<file path="config.mk">
export PLATFORM = sky130hd
export DESIGN_NAME = weighted_semaphore_fifo_top_flat
export DESIGN_NICKNAME = d
export VERILOG_FILES = /design/src/wsf_pkg.sv /design/src/wsf_ifs.sv /design/src/wsf_ctrl.sv /design/src/wsf_dp.sv /design/src/weighted_semaphore_fifo_top.sv /design/src/flat_wrapper.sv
export SDC_FILE = /design/constraint.sdc
export NUM_CORES = 1
export LEC_CHECK = 0
export BUFFER_PORTS_ARGS = -buffer_cell sky130_fd_sc_hd__buf_2
export CORE_MARGIN = 8
export CORE_UTILIZATION = 50
export CTS_CLUSTER_DIAMETER = 30
export DETAILED_ROUTE_END_ITERATION = 6
export PLACE_DENSITY = 0.77
export SLEW_MARGIN = 20
export SYNTH_ARGS = -nofsm -noshare
export SYNTH_HDL_FRONTEND = slang
export SYNTH_SLANG_ARGS = --single-unit
export TNS_END_PERCENT = 100
</file>
<file path="constraint.sdc">
create_clock -name clk -period 8.5 [get_ports clk]
set_input_delay 0.425 -clock clk [delete_from_list [all_inputs] [get_ports clk]]
set_output_delay 0.425 -clock clk [all_outputs]
set_load 0.05 [all_outputs]
</file>
<file path="src/wsf_pkg.sv">
package wsf_pkg;

	// queue and counter sizing
	localparam int QUEUE_DEPTH = 16;
	localparam int COUNT_WIDTH = 16;

	// fixed field widths
	localparam int KIND_W   = 2;
	localparam int WEIGHT_W = 16;
	localparam int ID_W     = 8;
	localparam int STATUS_W = 3;
	localparam int CAP_W    = 16;

	localparam int PTR_W  = (QUEUE_DEPTH > 1) ? $clog2(QUEUE_DEPTH) : 1;
	localparam int WCNT_W = $clog2(QUEUE_DEPTH + 1);
	localparam int CMP_W  = (COUNT_WIDTH > WEIGHT_W) ? COUNT_WIDTH : WEIGHT_W;
	localparam int ENTRY_W = ID_W + WEIGHT_W;

	typedef logic [KIND_W-1:0] kind_t;

	localparam kind_t KIND_ACQUIRE = 2'd0;
	localparam kind_t KIND_TRY     = 2'd1;
	localparam kind_t KIND_RELEASE = 2'd2;

	typedef enum logic [STATUS_W-1:0] {
		ST_GRANTED        = 3'd0,
		ST_QUEUED         = 3'd1,
		ST_TRY_REFUSED    = 3'd2,
		ST_TOO_LARGE      = 3'd3,
		ST_QUEUE_FULL     = 3'd4,
		ST_RELEASED       = 3'd5,
		ST_UNDERFLOW      = 3'd6,
		ST_WAITER_GRANTED = 3'd7
	} status_t;

	// controller to datapath
	typedef struct packed {
		logic latch_req;
		logic exec_single;
		logic rel_start;
		logic emit_pend;
		logic grant_head;
	} dp_cmd_t;

	// datapath to controller
	typedef struct packed {
		logic no_result;
		logic rel_ok;
		logic head_fits;
		logic out_free;
	} dp_stat_t;

endpackage

</file>
<file path="src/wsf_ifs.sv">
interface wsf_req_if;
	import wsf_pkg::*;
	logic              valid;
	logic              ready;
	logic [KIND_W-1:0]   kind;
	logic [WEIGHT_W-1:0] weight;
	logic [ID_W-1:0]     requester_id;
	modport source (output valid, kind, weight, requester_id, input ready);
	modport sink (input valid, kind, weight, requester_id, output ready);
endinterface

interface wsf_rsp_if;
	import wsf_pkg::*;
	logic                valid;
	logic                ready;
	logic [STATUS_W-1:0] status;
	logic [ID_W-1:0]     grant_id;
	logic [WEIGHT_W-1:0] grant_weight;
	logic                last;
	modport source (output valid, status, grant_id, grant_weight, last, input ready);
	modport sink (input valid, status, grant_id, grant_weight, last, output ready);
endinterface

interface wsf_cfg_if;
	import wsf_pkg::*;
	logic             valid;
	logic             ready;
	logic [CAP_W-1:0] data;
	modport source (output valid, data, input ready);
	modport sink (input valid, data, output ready);
endinterface

</file>
<file path="src/wsf_ctrl.sv">
module wsf_ctrl (
	input  logic              clk,
	input  logic              arst_n,
	input  logic              req_valid,
	output logic              req_ready,
	input  wsf_pkg::dp_stat_t stat,
	output wsf_pkg::dp_cmd_t  cmd
);
	import wsf_pkg::*;

	typedef enum logic [1:0] {
		S_IDLE,
		S_EVAL,
		S_CHECK,
		S_WAIT
	} state_t;

	state_t state_q;
	logic   ready_q;

	assign req_ready = ready_q;

	always_comb begin
		cmd = '0;
		case (state_q)
			S_IDLE: begin
				cmd.latch_req = req_valid && ready_q;
			end
			S_EVAL: begin
				if (stat.no_result) begin
					cmd = '0;
				end else if (stat.rel_ok) begin
					cmd.rel_start = 1'b1;
				end else begin
					cmd.exec_single = stat.out_free;
				end
			end
			S_CHECK: begin
				cmd.emit_pend  = stat.out_free;
				cmd.grant_head = stat.out_free && stat.head_fits;
			end
			S_WAIT: begin
				cmd = '0;
			end
			default: begin
				cmd = '0;
			end
		endcase
	end

	always_ff @(posedge clk or negedge arst_n) begin
		if (!arst_n) begin
			state_q <= S_IDLE;
			ready_q <= 1'b1;
		end else begin
			case (state_q)
				S_IDLE: begin
					if (req_valid && ready_q) begin
						state_q <= S_EVAL;
						ready_q <= 1'b0;
					end
				end
				S_EVAL: begin
					if (stat.no_result) begin
						state_q <= S_IDLE;
						ready_q <= 1'b1;
					end else if (stat.rel_ok) begin
						state_q <= S_CHECK;
					end else if (stat.out_free) begin
						state_q <= S_IDLE;
						ready_q <= 1'b1;
					end
				end
				S_CHECK: begin
					if (stat.out_free) begin
						if (stat.head_fits) begin
							state_q <= S_WAIT;
						end else begin
							state_q <= S_IDLE;
							ready_q <= 1'b1;
						end
					end
				end
				S_WAIT: begin
					state_q <= S_CHECK;
				end
				default: begin
					state_q <= S_IDLE;
					ready_q <= 1'b1;
				end
			endcase
		end
	end

endmodule

</file>
<file path="src/wsf_dp.sv">
module wsf_dp (
	input  logic                          clk,
	input  logic                          arst_n,
	input  wsf_pkg::dp_cmd_t              cmd,
	output wsf_pkg::dp_stat_t             stat,
	input  logic [wsf_pkg::KIND_W-1:0]    req_kind,
	input  logic [wsf_pkg::WEIGHT_W-1:0]  req_weight,
	input  logic [wsf_pkg::ID_W-1:0]      req_id,
	input  logic                          cfg_we,
	input  logic [wsf_pkg::CAP_W-1:0]     cfg_data,
	output logic                          out_valid,
	input  logic                          out_ready,
	output logic [wsf_pkg::STATUS_W-1:0]  out_status,
	output logic [wsf_pkg::ID_W-1:0]      out_id,
	output logic [wsf_pkg::WEIGHT_W-1:0]  out_weight,
	output logic                          out_last
);
	import wsf_pkg::*;

	localparam logic [CMP_W-1:0] COUNT_MAX = CMP_W'({COUNT_WIDTH{1'b1}});

	logic [CAP_W-1:0]       cap_q;
	logic [COUNT_WIDTH-1:0] in_use_q;
	logic [PTR_W-1:0]       head_q;
	logic [PTR_W-1:0]       tail_q;
	logic [WCNT_W-1:0]      count_q;

	kind_t                  kind_q;
	logic [WEIGHT_W-1:0]    w_q;
	logic [ID_W-1:0]        id_q;

	status_t                pend_status_q;
	logic [ID_W-1:0]        pend_id_q;
	logic [WEIGHT_W-1:0]    pend_w_q;

	logic [ENTRY_W-1:0]     mem [QUEUE_DEPTH];
	logic [ENTRY_W-1:0]     rd_q;

	logic                   out_valid_q;
	status_t                out_status_q;
	logic [ID_W-1:0]        out_id_q;
	logic [WEIGHT_W-1:0]    out_w_q;
	logic                   out_last_q;

	logic [CMP_W-1:0]       cap_clip;
	logic [CMP_W-1:0]       use_ext;
	logic [CMP_W-1:0]       w_ext;
	logic [CMP_W-1:0]       free_amt;
	logic [WEIGHT_W-1:0]    head_w;
	logic [ID_W-1:0]        head_id;
	logic                   queue_empty;
	logic                   queue_full;
	logic                   fits_now;
	logic                   head_fits;
	logic                   out_free;
	logic                   no_result;
	logic                   rel_ok;
	status_t                single_status;
	logic                   do_enq;
	logic                   out_load;
	logic [PTR_W-1:0]       head_next;
	logic [PTR_W-1:0]       tail_next;

	// free capacity, capacity clipped to the counter range
	assign cap_clip    = (CMP_W'(cap_q) > COUNT_MAX) ? COUNT_MAX : CMP_W'(cap_q);
	assign use_ext     = CMP_W'(in_use_q);
	assign w_ext       = CMP_W'(w_q);
	assign free_amt    = (use_ext >= cap_clip) ? '0 : cap_clip - use_ext;

	assign queue_empty = (count_q == '0);
	assign queue_full  = (count_q == WCNT_W'(QUEUE_DEPTH));
	assign fits_now    = (w_ext <= free_amt) && queue_empty;

	assign head_w      = rd_q[WEIGHT_W-1:0];
	assign head_id     = rd_q[WEIGHT_W +: ID_W];
	assign head_fits   = !queue_empty && (CMP_W'(head_w) <= free_amt);

	assign head_next   = (head_q == PTR_W'(QUEUE_DEPTH - 1)) ? '0 : head_q + PTR_W'(1);
	assign tail_next   = (tail_q == PTR_W'(QUEUE_DEPTH - 1)) ? '0 : tail_q + PTR_W'(1);

	assign out_free    = !out_valid_q || out_ready;

	always_comb begin
		no_result     = 1'b0;
		rel_ok        = 1'b0;
		single_status = ST_UNDERFLOW;
		case (kind_q)
			KIND_ACQUIRE, KIND_TRY: begin
				if (fits_now) begin
					single_status = ST_GRANTED;
				end else if (kind_q == KIND_TRY) begin
					single_status = ST_TRY_REFUSED;
				end else if (w_q > cap_q) begin
					single_status = ST_TOO_LARGE;
				end else if (queue_full) begin
					single_status = ST_QUEUE_FULL;
				end else begin
					single_status = ST_QUEUED;
				end
			end
			KIND_RELEASE: begin
				rel_ok        = (w_ext <= use_ext);
				single_status = ST_UNDERFLOW;
			end
			default: begin
				no_result = 1'b1;
			end
		endcase
	end

	assign do_enq   = cmd.exec_single && (single_status == ST_QUEUED);
	assign out_load = cmd.exec_single || cmd.emit_pend;

	assign stat.no_result = no_result;
	assign stat.rel_ok    = rel_ok;
	assign stat.head_fits = head_fits;
	assign stat.out_free  = out_free;

	// request holding and pending result, no reset needed
	always_ff @(posedge clk) begin
		if (cmd.latch_req) begin
			kind_q <= req_kind;
			w_q    <= req_weight;
			id_q   <= req_id;
		end
		if (cmd.rel_start) begin
			pend_status_q <= ST_RELEASED;
			pend_id_q     <= id_q;
			pend_w_q      <= w_q;
		end else if (cmd.grant_head) begin
			pend_status_q <= ST_WAITER_GRANTED;
			pend_id_q     <= head_id;
			pend_w_q      <= head_w;
		end
	end

	always_ff @(posedge clk or negedge arst_n) begin
		if (!arst_n) begin
			cap_q    <= CAP_W'(1);
			in_use_q <= '0;
			head_q   <= '0;
			tail_q   <= '0;
			count_q  <= '0;
		end else begin
			if (cfg_we) begin
				cap_q <= cfg_data;
			end
			if (cmd.exec_single && (single_status == ST_GRANTED)) begin
				in_use_q <= COUNT_WIDTH'(use_ext + w_ext);
			end else if (cmd.rel_start) begin
				in_use_q <= COUNT_WIDTH'(use_ext - w_ext);
			end else if (cmd.grant_head) begin
				in_use_q <= COUNT_WIDTH'(use_ext + CMP_W'(head_w));
			end
			if (do_enq) begin
				tail_q  <= tail_next;
				count_q <= count_q + WCNT_W'(1);
			end else if (cmd.grant_head) begin
				head_q  <= head_next;
				count_q <= count_q - WCNT_W'(1);
			end
		end
	end

	// waiter store, registered read at the head
	always_ff @(posedge clk) begin
		if (do_enq) begin
			mem[tail_q] <= {id_q, w_q};
		end
		rd_q <= mem[head_q];
	end

	always_ff @(posedge clk or negedge arst_n) begin
		if (!arst_n) begin
			out_valid_q <= 1'b0;
		end else if (out_load) begin
			out_valid_q <= 1'b1;
		end else if (out_ready) begin
			out_valid_q <= 1'b0;
		end
	end

	always_ff @(posedge clk) begin
		if (cmd.exec_single) begin
			out_status_q <= single_status;
			out_id_q     <= id_q;
			out_w_q      <= w_q;
			out_last_q   <= 1'b1;
		end else if (cmd.emit_pend) begin
			out_status_q <= pend_status_q;
			out_id_q     <= pend_id_q;
			out_w_q      <= pend_w_q;
			out_last_q   <= !head_fits;
		end
	end

	assign out_valid  = out_valid_q;
	assign out_status = out_status_q;
	assign out_id     = out_id_q;
	assign out_weight = out_w_q;
	assign out_last   = out_last_q;

endmodule

</file>
<file path="src/weighted_semaphore_fifo_top.sv">
// a taken request is latched; a single-result request is decided in the evaluation state and
// its result registered once the result register is free; a release registers its released
// result and offers it from the check state; one request at a time, a release grants waiters
// head by head, one head read per grant; a result held by the receiver stalls the controller
// reset: arst_n clears the count in use, queue pointers and handshakes, capacity goes to 1;
// the waiter store is not cleared, only occupied entries are used
module weighted_semaphore_fifo_top (
	input  logic      clk,
	input  logic      arst_n,
	wsf_req_if.sink   req,
	wsf_rsp_if.source rsp,
	wsf_cfg_if.sink   cfg
);
	import wsf_pkg::*;

	dp_cmd_t  cmd;
	dp_stat_t stat;

	// capacity writes always taken, unchecked; user writes only while the block is idle
	assign cfg.ready = 1'b1;

	// controller: one request at a time, walks release drains head by head
	wsf_ctrl u_ctrl (
		.clk       (clk),
		.arst_n    (arst_n),
		.req_valid (req.valid),
		.req_ready (req.ready),
		.stat      (stat),
		.cmd       (cmd)
	);

	// datapath: count in use, capacity, waiter queue and the result register
	wsf_dp u_dp (
		.clk        (clk),
		.arst_n     (arst_n),
		.cmd        (cmd),
		.stat       (stat),
		.req_kind   (req.kind),
		.req_weight (req.weight),
		.req_id     (req.requester_id),
		.cfg_we     (cfg.valid),
		.cfg_data   (cfg.data),
		.out_valid  (rsp.valid),
		.out_ready  (rsp.ready),
		.out_status (rsp.status),
		.out_id     (rsp.grant_id),
		.out_weight (rsp.grant_weight),
		.out_last   (rsp.last)
	);

endmodule

</file>
<file path="src/flat_wrapper.sv">
// flat-port wrapper written by rule: the top's interface ports become plain ports
module weighted_semaphore_fifo_top_flat import wsf_pkg::*;
  (clk, arst_n, req_valid, req_kind, req_weight, req_requester_id, req_ready, rsp_valid, rsp_status, rsp_grant_id, rsp_grant_weight, rsp_last, rsp_ready, cfg_valid, cfg_data, cfg_ready);
  wsf_req_if req_i ();
  wsf_rsp_if rsp_i ();
  wsf_cfg_if cfg_i ();
  input  logic clk;
  input  logic arst_n;
  input wire logic [$bits(req_i.valid)-1:0] req_valid;
  input wire logic [$bits(req_i.kind)-1:0] req_kind;
  input wire logic [$bits(req_i.weight)-1:0] req_weight;
  input wire logic [$bits(req_i.requester_id)-1:0] req_requester_id;
  output wire logic [$bits(req_i.ready)-1:0] req_ready;
  output wire logic [$bits(rsp_i.valid)-1:0] rsp_valid;
  output wire logic [$bits(rsp_i.status)-1:0] rsp_status;
  output wire logic [$bits(rsp_i.grant_id)-1:0] rsp_grant_id;
  output wire logic [$bits(rsp_i.grant_weight)-1:0] rsp_grant_weight;
  output wire logic [$bits(rsp_i.last)-1:0] rsp_last;
  input wire logic [$bits(rsp_i.ready)-1:0] rsp_ready;
  input wire logic [$bits(cfg_i.valid)-1:0] cfg_valid;
  input wire logic [$bits(cfg_i.data)-1:0] cfg_data;
  output wire logic [$bits(cfg_i.ready)-1:0] cfg_ready;
  assign req_i.valid = req_valid;
  assign req_i.kind = req_kind;
  assign req_i.weight = req_weight;
  assign req_i.requester_id = req_requester_id;
  assign req_ready = req_i.ready;
  assign rsp_valid = rsp_i.valid;
  assign rsp_status = rsp_i.status;
  assign rsp_grant_id = rsp_i.grant_id;
  assign rsp_grant_weight = rsp_i.grant_weight;
  assign rsp_last = rsp_i.last;
  assign rsp_i.ready = rsp_ready;
  assign cfg_i.valid = cfg_valid;
  assign cfg_i.data = cfg_data;
  assign cfg_ready = cfg_i.ready;
  weighted_semaphore_fifo_top u_core (.clk(clk), .arst_n(arst_n), .req(req_i), .rsp(rsp_i), .cfg(cfg_i));
endmodule
</file>
**After elaboration in Yosys (flattened, before gate mapping)**

Memories as Yosys holds them, arrays and structs flattened. A register that Yosys moved wholly into a read port is not among the register bits.
Cells that the tools add are included.

- Bits in registers: 128
- Bits in latches: 0
- Memory bits (writable): 384
- Memory bits (read-only): 0
- Bits of input ports: 47
- Output and inout port bits: 31
- Word-level logic and storage cells: 124
- Memories kept: 1

- Add/subtract/negate cells: 8
- Multiply operators: 0
- Divide/modulo/power cells: 0
- Magnitude comparators: 6
- Eq/ne operators: 15
- Shifts and indexed selects: 0
- Muxes and demuxes: 49
- Bitwise operators: 1
- Reductions and logical operators: 26

Memory list:

| memory | depth | bits a word | rd ports | clocked after memory_dff | write ports | line | text |
|---|---|---|---|---|---|---|---|
| u_core.u_dp.mem | 16 | 24 | 1 | 1 | 1 | wsf_dp.sv:36 | `logic [ENTRY_W-1:0] mem [QUEUE_DEPTH];` |

Operators by type and width:

| kind | count |
|---|---|
| two-way mux 16 bit | 9 |
| <= comparator 16 bit | 3 |
| adder 16 bit | 2 |
| two-way mux 8 bit | 4 |
| subtractor 16 bit | 2 |
| two-way mux 3 bit | 7 |
| two-way mux 2 bit | 9 |
| greater-or-equal comparator 16 bit | 1 |
| > comparator 16 bit | 1 |
| > comparator 16 bit, second input constant | 1 |
| two-way mux 1 bit | 14 |
| two-way mux 5 bit | 2 |
| adder 4 x 1 -> 4 bit, second input constant | 2 |
| == test 4 bit, second input constant | 2 |
| two-way mux 4 bit | 2 |
| one-hot mux 2 bit (4 select lines) | 1 |
| nonzero test 2 bit | 4 |
| == test 2 bit, second input constant | 3 |
| logical AND 1 bit | 6 |
| inequality test 2 bit, second input constant | 3 |
| inequality test 3 bit, second input constant | 2 |
| AND reduction 6 bit | 1 |
| nonzero test 3 bit | 2 |
| adder 5 x 1 -> 5 bit, second input constant | 1 |
| 16 further kinds | 21 |

**Longest topological paths before layout**

- Depth after elaboration: 12
- Mapped depth: 29
- Gate-level depth less buffers: 27

**Hierarchy**

Synthesis repeated with hierarchy kept, for this count alone.

- Cell total of the unflattened synthesis: 1583
- Area, all modules: 24838.8 sq um

Modules (own cells, without submodules):

| module | instances | cells an instance | area each (sq um) | seq. area each (sq um) |
|---|---|---|---|---|
| wsf_dp | 1 | 1549 | 24533.5 | 15516.1 |
| wsf_ctrl | 1 | 32 | 294.0 | 76.3 |
| weighted_semaphore_fifo_top | 1 | 2 | 11.3 | 0.0 |

**Worst setup path before layout**

No wires, ideal clock.

- Path type: reg2reg
- Start: register u_core.u_dp.cap_q[0]
- End: memory u_core.u_dp.mem[0][0] (netlist name), enable pin
- Setup time: 474 ps
- Arrival time: 6906 ps
- Data required time: 8026 ps
- Setup slack: 1119 ps
- Stages on the path, launching flop included: 25
- Path buffers: 2
- Clock period less this slack: 7381 ps
- Cells stage by stage: dfstp_2 > inv_1 > ha_1 > inv_1 > fa_1 > a21o_1 > a21oi_1 > o21ai_1 > a2111o_1 > a311oi_1 > o21a_1 > a21oi_1 > buf_2 > nand2_1 > ha_1 > nand4_1 > nor4_1 > o21ai_1 > a31oi_2 > and3_1 > buf_4 > inv_2 > nor2_1 > inv_2 > nor4b_1

- Cells in the longest elaborated chain, start to end: 12
- Elaborated cells on any way between the ends: 16
- Those cells by class: add/sub (1); order compare (4); eq/ne (1); mux (8); reduce/logical (2)

RTL lines:

| item | line | text |
|---|---|---|
| start, declared | wsf_dp.sv:22 | `logic [CAP_W-1:0] cap_q;` |
| start signal, assigned | wsf_dp.sv:146 | `cap_q <= cfg_data;` |
| > comparator 16 bit | wsf_dp.sv:65 | `assign cap_clip = (CMP_W'(cap_q) > COUNT_MAX) ? COUNT_MAX : CMP_W'(cap_q);` |
| two-way mux 16 bit | wsf_dp.sv:65 |  |
| subtractor 16 bit or greater-or-equal comparator 16 bit (tied branches) | wsf_dp.sv:68 | `assign free_amt = (use_ext >= cap_clip) ? '0 : cap_clip - use_ext;` |
| two-way mux 16 bit | wsf_dp.sv:68 |  |
| <= comparator 16 bit | wsf_dp.sv:72 | `assign fits_now = (w_ext <= free_amt) && queue_empty;` |
| logical AND 1 bit | wsf_dp.sv:72 |  |
| two-way mux 3 bit * | wsf_dp.sv:89 | `if (fits_now) begin` |
| two-way mux 3 bit * | wsf_dp.sv:87 | `case (kind_q)` |
| == test 3 x 1 -> 1 bit * | wsf_dp.sv:111 | `assign do_enq = cmd.exec_single && (single_status == ST_QUEUED);` |
| logical AND 1 bit * | wsf_dp.sv:111 |  |
| two-way mux 1 bit * | wsf_dp.sv:167 | `if (do_enq) begin` |
| two-way mux 1 bit (not written as such) * | wsf_dp.sv:168 | `mem[tail_q] <= {id_q, w_q};` |
| end, declared | wsf_dp.sv:36 |  |

Mark *: on every way between the ends. The rest lies on a longest branch, timed or not.

**Worst setup path in the final report**

- Start: register u_core.u_dp.in_use_q[0]
- End: register u_core.u_dp.count_q[4]

- Cells in the longest elaborated chain, start to end: 9
- Elaborated cells on any way between the ends: 20
- Those cells by class: add/sub (1); order compare (4); eq/ne (1); mux (9); reduce/logical (5)

RTL lines:

| item | line | text |
|---|---|---|
| start, declared | wsf_dp.sv:23 | `logic [COUNT_WIDTH-1:0] in_use_q;` |
| start signal, assigned | wsf_dp.sv:149 | `in_use_q <= COUNT_WIDTH'(use_ext + w_ext);` |
| start signal, assigned | wsf_dp.sv:151 | `in_use_q <= COUNT_WIDTH'(use_ext - w_ext);` |
| start signal, assigned | wsf_dp.sv:153 | `in_use_q <= COUNT_WIDTH'(use_ext + CMP_W'(head_w));` |
| subtractor 16 bit or greater-or-equal comparator 16 bit (tied branches) | wsf_dp.sv:68 |  |
| two-way mux 16 bit | wsf_dp.sv:68 |  |
| <= comparator 16 bit | wsf_dp.sv:72 |  |
| logical AND 1 bit | wsf_dp.sv:72 |  |
| two-way mux 3 bit | wsf_dp.sv:89 |  |
| two-way mux 3 bit | wsf_dp.sv:87 |  |
| == test 3 x 1 -> 1 bit | wsf_dp.sv:111 |  |
| logical AND 1 bit | wsf_dp.sv:111 |  |
| two-way mux 5 bit or nonzero test 2 bit (tied branches) | - |  |
| end signal, assigned | wsf_dp.sv:157 | `count_q <= count_q + WCNT_W'(1);` |
| end signal, assigned | wsf_dp.sv:160 | `count_q <= count_q - WCNT_W'(1);` |
| end, declared | wsf_dp.sv:26 | `logic [WCNT_W-1:0] count_q;` |

Parallel ways exist; a longest one is shown, timed or not.
A chain may end at the register's enable or synchronous reset.

==> impl_metrics.csv <==
group,metric,value,unit
synth,synth-seq-area-share,63.1,%
power,power_density,346,nW/um^2
worst_setup_path,worstSetupEndpointType,"flop",
synth,syn_nets,1769,
place,dpl.hpwl,39400,um
finish,antenna_cells,0,
clocking,clockBufferDepth,3,
die,die_x,238,um
power,power.leakage,10.9,nW
detailed_routing,wl,64500,um
run_status,status,"finished, final reports clean",
synth,async_reset_ff_share,9.14,%
detailed_routing,wire_per_inst,25.4,um
power,vdd.ir_drop.worst,0.000285,V
place,gp_congestion,0.890,
die,die_area,56800,um^2
hold_path,min_from,"cfg_data[4]",
sta,maxSlewViolCount,0,
sta,rsz0062_at_grt,"false",
synth,yosys_warnings,0,
hold_path,whs_path_depth,3,
clocking,clk_pin_slew,50,ps
power,internal_power,6.95,mW
finish,nets,1959,
power,pwr-share-clk,39.4,%
hold_path,min_path_type,"in -> reg",
sta,min_period,7450,ps
global_route,antenna_found_initial,1,
power,comb_power_share,27.2,%
die,rows,81,
finish,drive_gt1_share,25.4,%
synth,avgSynthCellArea,15.5,um^2
finish,syn_to_final_growth,20.9,%
global_route,grt_max_degree,69,
synth,synth_area,24700,um^2
sta,fmax,0.134,GHz
synth,synth_edf_count,461,
sta,worst_pin_slew,1140,ps
sta,maxSlewHeadroom,24.3,%
clocking,cts_resized,0,
detailed_routing,via_per_inst,6.08,
sta,hold_viol,0,
global_route,grt_use_total,22.9,%
power,power_frac_seq,33.4,%
synth,synthCells,1594,
global_route,grt_overflow,0,
die,core-area,48800,um^2
detailed_routing,drt_iter0_markers,1539,
clocking,htreeDepth,3,
detailed_routing,first_pass_iters,5,
synth,yosys_register_bits,536,
sta,finalSetupViolations,0,
global_route,grt_pass1_wl,98200,um
worst_setup_path,crit_type,"reg -> reg",
flow_run,cap_violations,0,
sta,tns,0,ps
sta,fin_crit_sh,87.6,%
clocking,clkSinkCount,536,
die,ios,78,
worst_setup_path,rr_startpoint,"u_core.u_dp.in_use_q[0]",
die,start_util,50.6,%
detailed_routing,ant_nets,0,
global_route,grt_pass1_vias,16200,
clocking,clock_latency,660,ps
clocking,numCtsBuffers,102,
synth,yosys_most_used_dff,"edfxtp_1",
clocking,cts.root.buffer_cell,"clkbuf_16",
power,power.switching,3.40,mW
sta,clock_skew,60.2,ps
power,swShare,32.9,%
worst_setup_path,r2r_cells,27,
clocking,cts_tree,"done",
worst_setup_path,cp.arrival,7970,ps
worst_setup_path,r2r_end,"u_core.u_dp.count_q[4]",
detailed_routing,route.vias.total,15400,
worst_setup_path,cp.required,9020,ps
worst_setup_path,crit_fanout,16,
worst_setup_path,reg2reg_slack,1050,ps
finish,fin_util,61.2,%
worst_setup_path,cp-start-kind,"flop",
place,port_buffers,76,
synth,ys_types,84,
detailed_routing,drc_errors,0,
hold_path,holdPathEnd,"u_core.u_dp.cap_q[4]",
die,die_h,238,um
-- synthesized netlist by cell type, drive strengths merged (21+ instances only) --
| master | count | area share, % |
|---|---|---|
| clkbuf | 28 | 0.43 |
| a21oi | 67 | 1.4 |
| nor2 | 55 | 0.83 |
| buf | 34 | 0.71 |
| dfxtp | 26 | 2.1 |
| inv | 83 | 1.3 |
| xnor2 | 25 | 0.89 |
| dfrtp | 47 | 4.8 |
| nand2 | 112 | 1.7 |
| mux2 | 31 | 1.4 |
| mux4 | 120 | 11 |
| o21ai | 62 | 1.3 |
| a21o | 27 | 0.82 |
| edfxtp | 461 | 56 |
| nand3 | 21 | 0.45 |
| ha | 123 | 6.2 |
-- per-layer routing --
layer	vias to the layer above	global-route usage (%)	share of wire, %
met5	-	0	0
met4	0	9.92	4.1
met3	173	4.25	6.9
met2	791	38.2	49
met1	7772	29.0	40
li1	6695	-	-
-- power by group through the flow --
stage	combinational (mW)	clock (mW)	sequential (mW)
floorplan	1.88	0	3.59
global placement	2.72	0	3.48
detailed placement	2.76	0	3.49
CTS	2.81	4.13	3.45
global route	3.08	4.25	3.48
finish	2.82	4.08	3.45
-- through the flow --
step                      setup WS (ps)  cells  instance area (um^2)  total power, mW  hold WS (ps)
after CTS                          1200   2536                 29900             10.4          1.60
final                              1050   2536                 29900             10.4          24.8
after detailed placement           1310   2313                 26000             6.26           467
after global routing                455   2536                 29900             10.8          23.9
after floorplan                    1120   1594                 24700             5.47           129
after global placement             1510   2313                 26000             6.20           456
-- how the worst max path moves through the flow --
stage                                        from                      to  depth (start not counted)
after floorplan              u_core.u_dp.cap_q[0]   u_core.u_dp.mem[0][0]                         24
after global placement       u_core.u_dp.cap_q[0]  u_core.u_dp.count_q[4]                         28
after detailed placement  u_core.u_dp.in_use_q[0]  u_core.u_dp.count_q[4]                         27
after CTS                 u_core.u_dp.in_use_q[0]  u_core.u_dp.count_q[4]                         27
after global routing      u_core.u_dp.in_use_q[0]  u_core.u_dp.count_q[4]                         27
final                     u_core.u_dp.in_use_q[0]  u_core.u_dp.count_q[4]                         27
-- layout by cell type (no fill, tap or decap), drive strengths merged, types with 27 or more instances in the layout --
cell / n
buf: 117
edfxtp: 461
inv: 99
nor2: 55
o21ai: 62
clkbuf: 119
a21o: 27
mux2: 31
dlygate4sd3: 31
a21oi: 67
clkinv: 31
nand2: 112
ha: 123
mux4: 120
dfrtp: 47
-- cell families (layout without fill, tap and decap cells) --
family,count (synthesis),after routing,synth area share [%]
AND/OR/NAND/NOR,308,308,6.31
other,1,1,0.0152
flip-flops,536,536,63.1
XOR/XNOR,34,34,1.20
multiplexers,154,154,12.5
adder cells (fa/ha/maj),128,128,6.63
buffers and inverters,145,423,2.39
AO/OA/AOI/OAI,288,288,7.92
-- state kept, by name, indices dropped and copies added, names as in the netlist --
| name | count |
|---|---|
| u_core.u_dp.pend_status_q | 1 |
| u_core.u_dp.id_q | 8 |
| u_core.u_ctrl.state_q | 2 |
| u_core.u_dp.tail_q | 4 |
| u_core.u_dp.count_q | 5 |
| u_core.u_dp.out_weight | 16 |
| u_core.u_dp.kind_q | 2 |
| u_core.u_dp.pend_id_q | 8 |
| u_core.u_dp.pend_w_q | 16 |
| u_core.u_dp.out_valid | 1 |
| u_core.u_dp.out_status | 3 |
| u_core.u_dp.w_ext | 16 |
| u_core.u_dp.cap_q | 16 |
| u_core.u_dp.in_use_q | 16 |
| u_core.u_ctrl.req_ready | 1 |
| u_core.u_dp.mem | 384 |
| u_core.u_dp.head_q | 4 |
| u_core.u_dp.out_last | 1 |
| u_core.u_dp.out_id | 8 |
| u_core.u_dp.rd_q | 24 |
-- critical path: stages, from the launching register on --
cell and delay, ps:
dfrtp_1 420, ha_1 200, inv_1 60, fa_1 390, a21o_1 200, a21oi_1 220, o21ai_1 120, a2111o_1 460
a311oi_1 490, o21a_1 180, a21oi_1 40, buf_4 210, o21ai_0 160, ha_1 270, nand4_1 190, nor4_1 410
o21ai_1 170, a31oi_2 390, and3_1 530, inv_2 110, nor2_1 540, inv_2 260, fa_1 470, a21o_1 170
a21o_1 210, nor2_1 90, o21ai_0 100, a221oi_1 300
-- layout make-up --
| class | count | area [um^2] |
|---|---|---|
| Clock inverter | 73 | 911 |
| Timing Repair Buffer | 148 | 998 |
| Inverter | 83 | 312 |
| Fill cell | 3529 | 19000 |
| Clock buffer | 119 | 2650 |
| Tap cell | 664 | 831 |
| Sequential cell | 536 | 15600 |
| Multi-Input combinational cell | 913 | 8600 |
-- repair_timing --
action                                  4_1_cts  5_1_grt
endpoints found under the setup margin        0        0
setup buffers                                 0        0
hold buffers                                 31        0
endpoints found under the hold margin        77        0
(Power assumes the default switching activity.)
